===== src/hdl/aprd_pkg.sv =====
// Package: widths, record codes, register indexes and scaling constants of the pointer decoder.
`timescale 1ns / 1ps
package aprd_pkg;

  localparam int unsigned SIZE_W   = 14;
  localparam int unsigned RAW_W    = 16;
  localparam int unsigned AXIS_W   = 15;
  localparam int unsigned PIXEL_W  = 13;
  localparam int unsigned PRESS_W  = 3;
  localparam int unsigned TYPE_W   = 8;
  localparam int unsigned BUTTON_W = 16;

  // Buttons kept in a pointer event, clamped to the button word.
  localparam int unsigned BUTTON_COUNT = 3;
  localparam int unsigned BUTTON_KEEP  = (BUTTON_COUNT > BUTTON_W) ? BUTTON_W : BUTTON_COUNT;
  localparam logic [BUTTON_W-1:0] BUTTON_MASK =
    BUTTON_W'((32'd1 << BUTTON_KEEP) - 32'd1);

  localparam logic [RAW_W-1:0]   AXIS_MAX   = 16'd32767;
  localparam logic [AXIS_W-1:0]  AXIS_ROUND = 15'd16383;
  localparam logic [PIXEL_W-1:0] PIXEL_MAX  = 13'd8191;

  localparam logic [TYPE_W-1:0] REC_POINTER = 8'h01;
  localparam logic [TYPE_W-1:0] REC_RELEASE = 8'h03;

  localparam logic REQ_RING  = 1'b0;
  localparam logic REQ_REARM = 1'b1;

  localparam int unsigned PADDR_W = 3;
  localparam int unsigned PDATA_W = 32;

  localparam logic REG_SCREEN_WIDTH  = 1'b0;
  localparam logic REG_SCREEN_HEIGHT = 1'b1;

  localparam logic [SIZE_W-1:0] SCREEN_WIDTH_RESET  = 14'd1024;
  localparam logic [SIZE_W-1:0] SCREEN_HEIGHT_RESET = 14'd768;

endpackage


===== src/hdl/aprd_rec_if.sv =====
// Interface: input record channel (valid/ready plus record fields).
`timescale 1ns / 1ps
interface aprd_rec_if;
  logic                             valid;
  logic                             ready;
  logic                             req_type;
  logic [aprd_pkg::TYPE_W-1:0]      event_type;
  logic [aprd_pkg::RAW_W-1:0]       raw_x;
  logic [aprd_pkg::RAW_W-1:0]       raw_y;
  logic [aprd_pkg::BUTTON_W-1:0]    button_word;

  modport source (output valid, req_type, event_type, raw_x, raw_y, button_word,
                  input ready);
  modport sink   (input valid, req_type, event_type, raw_x, raw_y, button_word,
                  output ready);
endinterface


===== src/hdl/aprd_evt_if.sv =====
// Interface: output pointer event channel (valid/ready plus event fields).
`timescale 1ns / 1ps
interface aprd_evt_if;
  logic                          valid;
  logic                          ready;
  logic [aprd_pkg::PIXEL_W-1:0]  pixel_x;
  logic [aprd_pkg::PIXEL_W-1:0]  pixel_y;
  logic [aprd_pkg::PRESS_W-1:0]  pressed;

  modport source (output valid, pixel_x, pixel_y, pressed, input ready);
  modport sink   (input valid, pixel_x, pixel_y, pressed, output ready);
endinterface


===== src/hdl/aprd_axis_scale.sv =====
// Axis scaler: maps a 15-bit normalized axis to 0..size-1 pixels with rounding, clamped to 8191.
`timescale 1ns / 1ps
module aprd_axis_scale (
  input  logic [aprd_pkg::AXIS_W-1:0]  axis,
  input  logic [aprd_pkg::SIZE_W-1:0]  size,
  output logic [aprd_pkg::PIXEL_W-1:0] pixel
);
  import aprd_pkg::*;

  localparam int unsigned PROD_W = AXIS_W + SIZE_W;
  localparam int unsigned NUM_W  = PROD_W + 1;

  logic [SIZE_W-1:0]   size_m1;
  logic [PROD_W-1:0]   prod;
  logic [NUM_W-1:0]    num;
  logic [AXIS_W-1:0]   hi;
  logic [AXIS_W-1:0]   lo;
  logic [AXIS_W:0]     fold;
  logic [1:0]          corr;
  logic [AXIS_W-1:0]   quot;

  // num / (2^15 - 1): num = hi*2^15 + lo = hi*(2^15-1) + (hi+lo),
  // and hi+lo stays below 2*(2^15-1)+1, so the correction is 0, 1 or 2.
  always_comb begin
    size_m1 = size - SIZE_W'(1);
    prod    = PROD_W'(axis) * PROD_W'(size_m1);
    num     = NUM_W'(prod) + NUM_W'(AXIS_ROUND);
    hi      = num[NUM_W-1 -: AXIS_W];
    lo      = num[AXIS_W-1:0];
    fold    = {1'b0, hi} + {1'b0, lo};
    if (fold >= {AXIS_MAX[AXIS_W-1:0], 1'b0}) begin
      corr = 2'd2;
    end else if (fold >= {1'b0, AXIS_MAX[AXIS_W-1:0]}) begin
      corr = 2'd1;
    end else begin
      corr = 2'd0;
    end
    quot = hi + AXIS_W'(corr);
    if (size <= SIZE_W'(1)) begin
      pixel = '0;
    end else if (quot > AXIS_W'(PIXEL_MAX)) begin
      pixel = PIXEL_MAX;
    end else begin
      pixel = quot[PIXEL_W-1:0];
    end
  end

endmodule


===== src/hdl/abs_pointer_record_decoder_unit.sv =====
// Top level: absolute pointer record decoder with APB configuration port.
`timescale 1ns / 1ps
// Takes one record per cycle unless the sink stalls and turns pointer
// records into pixel events. A record is captured in an input register,
// then scaled and checked in one pass (one 15x14 multiply and a
// divide-by-32767 fold per axis) into the output register, where it
// waits for the sink. Sustained rate is one record per cycle while the
// sink takes events; the input keeps accepting while an event
// waits, as long as the record in the input register either produces nothing
// or can move into the output register. Pointer records with an axis above
// 32767 are dropped; release-all emits the last position with buttons up only
// when buttons are held; rearm clears held buttons silently; other types are
// ignored. Registers: screen_width at byte 0x0, screen_height at byte 0x4
// (14 bits each, reset 1024 and 768); write them only while idle.
module abs_pointer_record_decoder_unit (
  input  logic                           clk,
  input  logic                           rst,
  aprd_rec_if.sink                       in_ch,
  aprd_evt_if.source                     out_ch,
  input  logic                           psel,
  input  logic                           penable,
  input  logic                           pwrite,
  input  logic [aprd_pkg::PADDR_W-1:0]   paddr,
  input  logic [aprd_pkg::PDATA_W-1:0]   pwdata,
  output logic [aprd_pkg::PDATA_W-1:0]   prdata,
  output logic                           pready
);
  import aprd_pkg::*;

  // configuration registers
  logic [SIZE_W-1:0] screen_width;
  logic [SIZE_W-1:0] screen_height;
  logic              cfg_wr;
  logic              cfg_idx;

  // input register stage
  logic                s1_valid;
  logic                s1_req;
  logic [TYPE_W-1:0]   s1_type;
  logic [RAW_W-1:0]    s1_x;
  logic [RAW_W-1:0]    s1_y;
  logic [BUTTON_W-1:0] s1_bt;

  // decoder state
  logic [BUTTON_W-1:0] held_buttons;
  logic [BUTTON_W-1:0] held_buttons_next;
  logic [PIXEL_W-1:0]  last_pixel_x;
  logic [PIXEL_W-1:0]  last_pixel_y;

  // output register
  logic                out_valid;
  logic [PIXEL_W-1:0]  out_x;
  logic [PIXEL_W-1:0]  out_y;
  logic [PRESS_W-1:0]  out_press;

  logic               scaled_ok;
  logic [PIXEL_W-1:0] scaled_x;
  logic [PIXEL_W-1:0] scaled_y;
  logic               is_pointer;
  logic               is_release;
  logic               emit;
  logic               advance;
  logic               in_xfer;
  logic               out_room;

  // ---------------- APB configuration ----------------
  assign pready  = 1'b1;
  assign cfg_idx = paddr[2];
  assign cfg_wr  = psel && penable && pwrite;

  always_ff @(posedge clk) begin
    if (rst) begin
      screen_width  <= SCREEN_WIDTH_RESET;
      screen_height <= SCREEN_HEIGHT_RESET;
    end else if (cfg_wr) begin
      unique case (cfg_idx)
        REG_SCREEN_WIDTH:  screen_width  <= pwdata[SIZE_W-1:0];
        REG_SCREEN_HEIGHT: screen_height <= pwdata[SIZE_W-1:0];
        default: ;
      endcase
    end
  end

  always_comb begin
    unique case (cfg_idx)
      REG_SCREEN_WIDTH:  prdata = PDATA_W'(screen_width);
      REG_SCREEN_HEIGHT: prdata = PDATA_W'(screen_height);
      default:           prdata = '0;
    endcase
  end

  // ---------------- scaling ----------------
  aprd_axis_scale u_scale_x (
    .axis  (s1_x[AXIS_W-1:0]),
    .size  (screen_width),
    .pixel (scaled_x)
  );

  aprd_axis_scale u_scale_y (
    .axis  (s1_y[AXIS_W-1:0]),
    .size  (screen_height),
    .pixel (scaled_y)
  );

  // ---------------- decode of the staged record ----------------
  always_comb begin
    scaled_ok  = (s1_x <= AXIS_MAX) && (s1_y <= AXIS_MAX);
    is_pointer = (s1_req == REQ_RING) && (s1_type == REC_POINTER) && scaled_ok;
    is_release = (s1_req == REQ_RING) && (s1_type == REC_RELEASE) &&
                 (held_buttons != '0);
    emit       = is_pointer || is_release;

    // a record that emits nothing never waits on the output register
    out_room   = !out_valid || out_ch.ready;
    advance    = s1_valid && (out_room || !emit);
    in_xfer    = in_ch.valid && in_ch.ready;

    held_buttons_next = held_buttons;
    if (s1_req == REQ_REARM) begin
      held_buttons_next = '0;
    end else if (is_pointer) begin
      held_buttons_next = s1_bt;
    end else if (is_release) begin
      held_buttons_next = '0;
    end
  end

  assign in_ch.ready = !s1_valid || advance;

  always_ff @(posedge clk) begin
    if (rst) begin
      s1_valid <= 1'b0;
    end else if (in_ch.ready) begin
      s1_valid <= in_ch.valid;
    end
  end

  always_ff @(posedge clk) begin
    if (in_xfer) begin
      s1_req  <= in_ch.req_type;
      s1_type <= in_ch.event_type;
      s1_x    <= in_ch.raw_x;
      s1_y    <= in_ch.raw_y;
      s1_bt   <= in_ch.button_word;
    end
  end

  // state commits when the staged record leaves the input register
  always_ff @(posedge clk) begin
    if (rst) begin
      held_buttons <= '0;
      last_pixel_x <= '0;
      last_pixel_y <= '0;
    end else if (advance) begin
      held_buttons <= held_buttons_next;
      if (is_pointer) begin
        last_pixel_x <= scaled_x;
        last_pixel_y <= scaled_y;
      end
    end
  end

  // ---------------- output register ----------------
  always_ff @(posedge clk) begin
    if (rst) begin
      out_valid <= 1'b0;
    end else if (out_room) begin
      out_valid <= advance && emit;
    end
  end

  always_ff @(posedge clk) begin
    if (out_room && advance && emit) begin
      if (is_pointer) begin
        out_x     <= scaled_x;
        out_y     <= scaled_y;
        out_press <= PRESS_W'(s1_bt & BUTTON_MASK);
      end else begin
        out_x     <= last_pixel_x;
        out_y     <= last_pixel_y;
        out_press <= '0;
      end
    end
  end

  assign out_ch.valid   = out_valid;
  assign out_ch.pixel_x = out_x;
  assign out_ch.pixel_y = out_y;
  assign out_ch.pressed = out_press;

endmodule


===== src/flat_wrapper.sv =====
// flat-port wrapper written by rule: the top's interface ports become plain ports
module abs_pointer_record_decoder_unit_flat import aprd_pkg::*;
  (clk, rst, psel, penable, pwrite, paddr, pwdata, prdata, pready, in_ch_valid, in_ch_req_type, in_ch_event_type, in_ch_raw_x, in_ch_raw_y, in_ch_button_word, in_ch_ready, out_ch_valid, out_ch_pixel_x, out_ch_pixel_y, out_ch_pressed, out_ch_ready);
  aprd_rec_if in_ch_i ();
  aprd_evt_if out_ch_i ();
  input  logic clk;
  input  logic rst;
  input  logic psel;
  input  logic penable;
  input  logic pwrite;
  input  logic [aprd_pkg::PADDR_W-1:0] paddr;
  input  logic [aprd_pkg::PDATA_W-1:0] pwdata;
  output logic [aprd_pkg::PDATA_W-1:0] prdata;
  output logic pready;
  input wire logic [$bits(in_ch_i.valid)-1:0] in_ch_valid;
  input wire logic [$bits(in_ch_i.req_type)-1:0] in_ch_req_type;
  input wire logic [$bits(in_ch_i.event_type)-1:0] in_ch_event_type;
  input wire logic [$bits(in_ch_i.raw_x)-1:0] in_ch_raw_x;
  input wire logic [$bits(in_ch_i.raw_y)-1:0] in_ch_raw_y;
  input wire logic [$bits(in_ch_i.button_word)-1:0] in_ch_button_word;
  output wire logic [$bits(in_ch_i.ready)-1:0] in_ch_ready;
  output wire logic [$bits(out_ch_i.valid)-1:0] out_ch_valid;
  output wire logic [$bits(out_ch_i.pixel_x)-1:0] out_ch_pixel_x;
  output wire logic [$bits(out_ch_i.pixel_y)-1:0] out_ch_pixel_y;
  output wire logic [$bits(out_ch_i.pressed)-1:0] out_ch_pressed;
  input wire logic [$bits(out_ch_i.ready)-1:0] out_ch_ready;
  assign in_ch_i.valid = in_ch_valid;
  assign in_ch_i.req_type = in_ch_req_type;
  assign in_ch_i.event_type = in_ch_event_type;
  assign in_ch_i.raw_x = in_ch_raw_x;
  assign in_ch_i.raw_y = in_ch_raw_y;
  assign in_ch_i.button_word = in_ch_button_word;
  assign in_ch_ready = in_ch_i.ready;
  assign out_ch_valid = out_ch_i.valid;
  assign out_ch_pixel_x = out_ch_i.pixel_x;
  assign out_ch_pixel_y = out_ch_i.pixel_y;
  assign out_ch_pressed = out_ch_i.pressed;
  assign out_ch_i.ready = out_ch_ready;
  abs_pointer_record_decoder_unit u_core (.clk(clk), .rst(rst), .in_ch(in_ch_i), .out_ch(out_ch_i), .psel(psel), .penable(penable), .pwrite(pwrite), .paddr(paddr), .pwdata(pwdata), .prdata(prdata), .pready(pready));
endmodule

===== config.mk =====
export PLATFORM = sky130hd
export DESIGN_NAME = abs_pointer_record_decoder_unit_flat
export DESIGN_NICKNAME = d
export VERILOG_FILES = /design/src/hdl/aprd_pkg.sv /design/src/hdl/aprd_rec_if.sv /design/src/hdl/aprd_evt_if.sv /design/src/hdl/aprd_axis_scale.sv /design/src/hdl/abs_pointer_record_decoder_unit.sv /design/src/flat_wrapper.sv
export SDC_FILE = /design/constraint.sdc
export NUM_CORES = 1
export LEC_CHECK = 0
export BUFFER_PORTS_ARGS = -buffer_cell sky130_fd_sc_hd__buf_2
export CORE_MARGIN = 2
export CORE_UTILIZATION = 60
export DETAILED_ROUTE_END_ITERATION = 6
export GPL_TIMING_DRIVEN = 1
export PLACE_DENSITY = 0.79
export SETUP_SLACK_MARGIN = 0.4
export SLEW_MARGIN = 20
export SYNTH_ARGS = -nofsm -noshare
export SYNTH_HDL_FRONTEND = slang
export SYNTH_SLANG_ARGS = --single-unit

===== constraint.sdc =====
create_clock -name clk -period 28.1 [get_ports clk]
set_clock_uncertainty 0.2 [all_clocks]
set_input_delay 0 -clock clk [delete_from_list [all_inputs] [get_ports clk]]
set_output_delay 0 -clock clk [all_outputs]
set_load 0.005 [all_outputs]

==> report_table.html <==
<table>
<tr><th>Metric</th><th>Value</th></tr>
<tr><th colspan="2">Synth</th></tr>
<tr><td>Number of warnings reported in the yosys synthesis log</td><td>0</td></tr>
<tr><td>Avg Cell Area, Syn</td><td>9.182 µm²</td></tr>
<tr><td>Unique cell type count in the Yosys netlist</td><td>93</td></tr>
<tr><td>Post-synthesis sequential area ratio</td><td>17.21%</td></tr>
<tr><td>Top cell type by total area after synthesis</td><td>fa_1</td></tr>
<tr><td>Most instantiated cells after synthesis</td><td>404 x inv_1, 374 x nand2_1, 340 x fa_1</td></tr>
<tr><td>Synth async-reset ratio</td><td>0%</td></tr>
<tr><td>Area share of the largest cell type after synthesis</td><td>29.12%</td></tr>
<tr><td>Mapped Cells</td><td>2546</td></tr>
<tr><td>Dominant cells by area after synthesis</td><td>fa_1 29%, ha_1 11%, edfxtp_1 11%, inv_1 6.5%, dfxtp_1 6.2%</td></tr>
<tr><td>Count of flip-flops with a built-in enable after synthesis</td><td>86</td></tr>
<tr><td>Flip-flop and latch count after synthesis</td><td>158</td></tr>
<tr><td>Post-synth design cell area</td><td>23380 µm²</td></tr>
<tr><td>Primary FF master, synth</td><td>edfxtp_1</td></tr>
<tr><td>Most instantiated library cell after synthesis</td><td>inv_1</td></tr>
<tr><th colspan="2">Die</th></tr>
<tr><td>Floorplan core area</td><td>38560 µm²</td></tr>
<tr><td>Die H</td><td>201.4 µm</td></tr>
<tr><td>X dimension of the die</td><td>201.4 µm</td></tr>
<tr><td>Number of cell rows</td><td>72</td></tr>
<tr><td>Top-level port count</td><td>163</td></tr>
<tr><td>Effective utilization at floorplan</td><td>60.63%</td></tr>
<tr><td>DIE AREA</td><td>40560 µm²</td></tr>
<tr><th colspan="2">Clock network</th></tr>
<tr><td>CTS Root Cell</td><td>clkbuf_16</td></tr>
<tr><td>TritonCTS clock tree</td><td>done</td></tr>
<tr><td>Maximum count of clock buffers along a single path</td><td>2</td></tr>
<tr><td>Clock buffers created by TritonCTS</td><td>17</td></tr>
<tr><td>Number of levels in the clock H-tree</td><td>4</td></tr>
<tr><td>Clk_lat worst skew</td><td>0.49 ns</td></tr>
<tr><td>Post-CTS Setup Inserts</td><td>0</td></tr>
<tr><td>Clk slew on worst S/H paths</td><td>0.07 ns</td></tr>
<tr><td>Number of clock sinks</td><td>158</td></tr>
<tr><td>Hold buffers post-CTS</td><td>81</td></tr>
<tr><td>Number of resized instances in the post-cts repair step</td><td>0</td></tr>
<tr><th colspan="2">Final layout</th></tr>
<tr><td>Signed area change from the synthesized netlist to the final layout</td><td>10.48%</td></tr>
<tr><td>Share of layout cells above drive strength 1</td><td>9.474%</td></tr>
<tr><td>NumNets Final</td><td>3342</td></tr>
<tr><th colspan="2">Critical path</th></tr>
<tr><td>Crit path largest cell delay</td><td>0.98 ns</td></tr>
<tr><td>Cell repeated most along the worst path</td><td>fa_1</td></tr>
<tr><td>Crit start category</td><td>flip-flop</td></tr>
<tr><td>Critical-path maximum fanout</td><td>15</td></tr>
<tr><td>Class of the most critical setup path</td><td>reg -&gt; reg</td></tr>
<tr><td>Worst EP arrival</td><td>14.00 ns</td></tr>
<tr><td>Required @ worst endpoint</td><td>28.13 ns</td></tr>
<tr><td>Register-to-register setup slack</td><td>14.13 ns</td></tr>
<tr><td>Nature of the critical path endpoint</td><td>flip-flop</td></tr>
<tr><td>Highest-delay cell along the critical path</td><td>nor4_1</td></tr>
<tr><th colspan="2">Drt</th></tr>
<tr><td>Routed length per placed instance</td><td>18.55 µm</td></tr>
<tr><td>Final antenna-violating net count</td><td>0</td></tr>
<tr><td>Routed wire length</td><td>59770 µm</td></tr>
<tr><td>DRC violations left</td><td>0</td></tr>
<tr><td>Vias</td><td>18680</td></tr>
<tr><td>Via count normalized by instance count</td><td>5.798</td></tr>
<tr><td>Drt first-iter violations</td><td>1530</td></tr>
<tr><td>Number of iterations in the first detailed-routing pass</td><td>5</td></tr>
<tr><th colspan="2">Global routing</th></tr>
<tr><td>Residual overflow from global routing</td><td>0</td></tr>
<tr><td>Antenna violations before repair</td><td>1</td></tr>
<tr><td>Largest net degree at the start of global routing</td><td>52</td></tr>
<tr><td>Total global-route track usage</td><td>30.84%</td></tr>
<tr><td>Vias in the first global route</td><td>19570</td></tr>
<tr><td>First-pass GRT wire length</td><td>99570 µm</td></tr>
<tr><th colspan="2">Place</th></tr>
<tr><td>Hpwl dp</td><td>45730 µm</td></tr>
<tr><td>Port bufs</td><td>123</td></tr>
<tr><td>Routability Congestion</td><td>0.9406</td></tr>
<tr><th colspan="2">Hold path</th></tr>
<tr><td>Hold WC Path Type</td><td>in -&gt; reg</td></tr>
<tr><th colspan="2">Timing</th></tr>
<tr><td>Final number of setup-violating endpoints</td><td>0</td></tr>
<tr><td>Worst Max-Slew Pin Slew</td><td>1.066 ns</td></tr>
<tr><td>Final number of hold-violating endpoints</td><td>0</td></tr>
<tr><td>Final critical-path share of the clock period</td><td>49.72%</td></tr>
<tr><td>Setup TNS</td><td>0 ns</td></tr>
<tr><td>Minimum period implied by the final worst setup slack</td><td>13.97 ns</td></tr>
<tr><td>Max transition margin</td><td>28.28%</td></tr>
<tr><td>Max Transition Viols Final</td><td>0</td></tr>
<tr><td>Unrepaired setup endpoints after global routing</td><td>false</td></tr>
<tr><td>Peak Freq</td><td>71.58 MHz</td></tr>
<tr><th colspan="2">Outcome</th></tr>
<tr><td>Status</td><td>completed</td></tr>
<tr><th colspan="2">Job</th></tr>
<tr><td>Max-capacitance violation count</td><td>0</td></tr>
</table>
[worst paths after layout]
check,start,to,cells after the start
max,u_core.screen_width[0],u_core.out_ch.pixel_x[3],39
min,penable,u_core.screen_width[0],5
max reg2reg,u_core.screen_width[0],u_core.out_ch.pixel_x[3],39
min reg2reg,u_core.held_buttons[4],u_core.held_buttons[4],2
[layout make-up]
cell class	count	area (µm²)
multi-input cells	1881	17440
fillers	3020	12730
flip-flops and latches	158	4024
repair buffers	225	1584
inverters	406	1524
well taps	518	648.1
clock buffers	17	425.4
clock inverters	15	178.9
diodes	1	2.502
[layer usage]
layer | global-route usage, % | part of all wire (%) | wire [µm] | vias up
li1 | - | - | - | 8487
met1 | 44.02 | 43 | 25690 | 9189
met2 | 48.26 | 45 | 26960 | 917
met3 | 6.365 | 10 | 5993 | 83
met4 | 7.983 | 1.9 | 1116 | 0
met5 | 0 | 0 | 0 | -
[critical path, delay by kind of cell (launching register included)]
| kind | cells | cell delay, ns |
|---|---|---|
| and+or+nand+nor | 11 | 3.50 |
| DFF | 1 | 0.49 |
| xor gates and xnor gates | 3 | 1.50 |
| AOI/OAI and AO/OA | 11 | 2.80 |
| buffers and inverters | 3 | 0.17 |
| adders and majority gates | 10 | 4.65 |
| muxes | 1 | 0.39 |
[state kept, by name, summed over array words and instances, names as in the netlist, 14 cells and up]
| name | flops |
|---|---|
| u_core.held_buttons | 16 |
| u_core.s1_bt | 16 |
| u_core.screen_width | 14 |
| u_core.screen_height | 14 |
| u_core.s1_y | 16 |
| u_core.s1_x | 16 |
[kinds of logic after synthesis]
group / count (synthesis) / synth area share (%)
AND/OR/NAND/NOR: 835 / 18.05
adder cells (fa/ha/maj): 554 / 40.57
buffers and inverters: 524 / 8.794
AO/OA/AOI/OAI: 345 / 10.12
flip-flops: 158 / 17.21
XOR/XNOR: 109 / 4.330
multiplexers: 19 / 0.8885
other: 2 / 0.03213
[layout by cell type, fill, tap and decap left out, types with 15 or more instances in the layout]
| master | instances |
|---|---|
| nor2b_1 | 40 |
| nand2_1 | 374 |
| xor2_1 | 41 |
| inv_1 | 404 |
| xnor2_1 | 55 |
| nor2_1 | 45 |
| o21ai_0 | 48 |
| edfxtp_1 | 86 |
| and2_1 | 182 |
| fa_1 | 340 |
| dlygate4sd3_1 | 81 |
| a21o_1 | 30 |
| a31oi_1 | 18 |
| clkbuf_16 | 17 |
| buf_2 | 123 |
| conb_1 | 19 |
| nor4_1 | 16 |
| buf_4 | 21 |
| ha_1 | 214 |
| o21a_1 | 15 |
| a22o_1 | 19 |
| nand3_1 | 45 |
| nand2b_1 | 25 |
| dfxtp_1 | 72 |
| a21oi_1 | 117 |
[stage by stage]
| step | cells | hold WS (ns) | area, µm² | utilization [%] | setup WS, ns |
|---|---|---|---|---|---|
| finish | 3221 | 0.01908 | 25830 | 66.98 | 14.13 |
| CTS | 3220 | 0.001244 | 25800 | 66.90 | 14.15 |
| floorplan | 2563 | -0.1011 | 23440 | - | 16.45 |
| global placement | 3107 | -0.02406 | 24370 | 63.21 | 14.48 |
| global route | 3221 | 0.02521 | 25830 | 66.98 | 13.41 |
| detailed placement | 3107 | -0.02191 | 24380 | 63.23 | 14.23 |
Power is not shown: default switching activity piles up to over one toggle a cycle in this logic, so the estimate is an artifact.
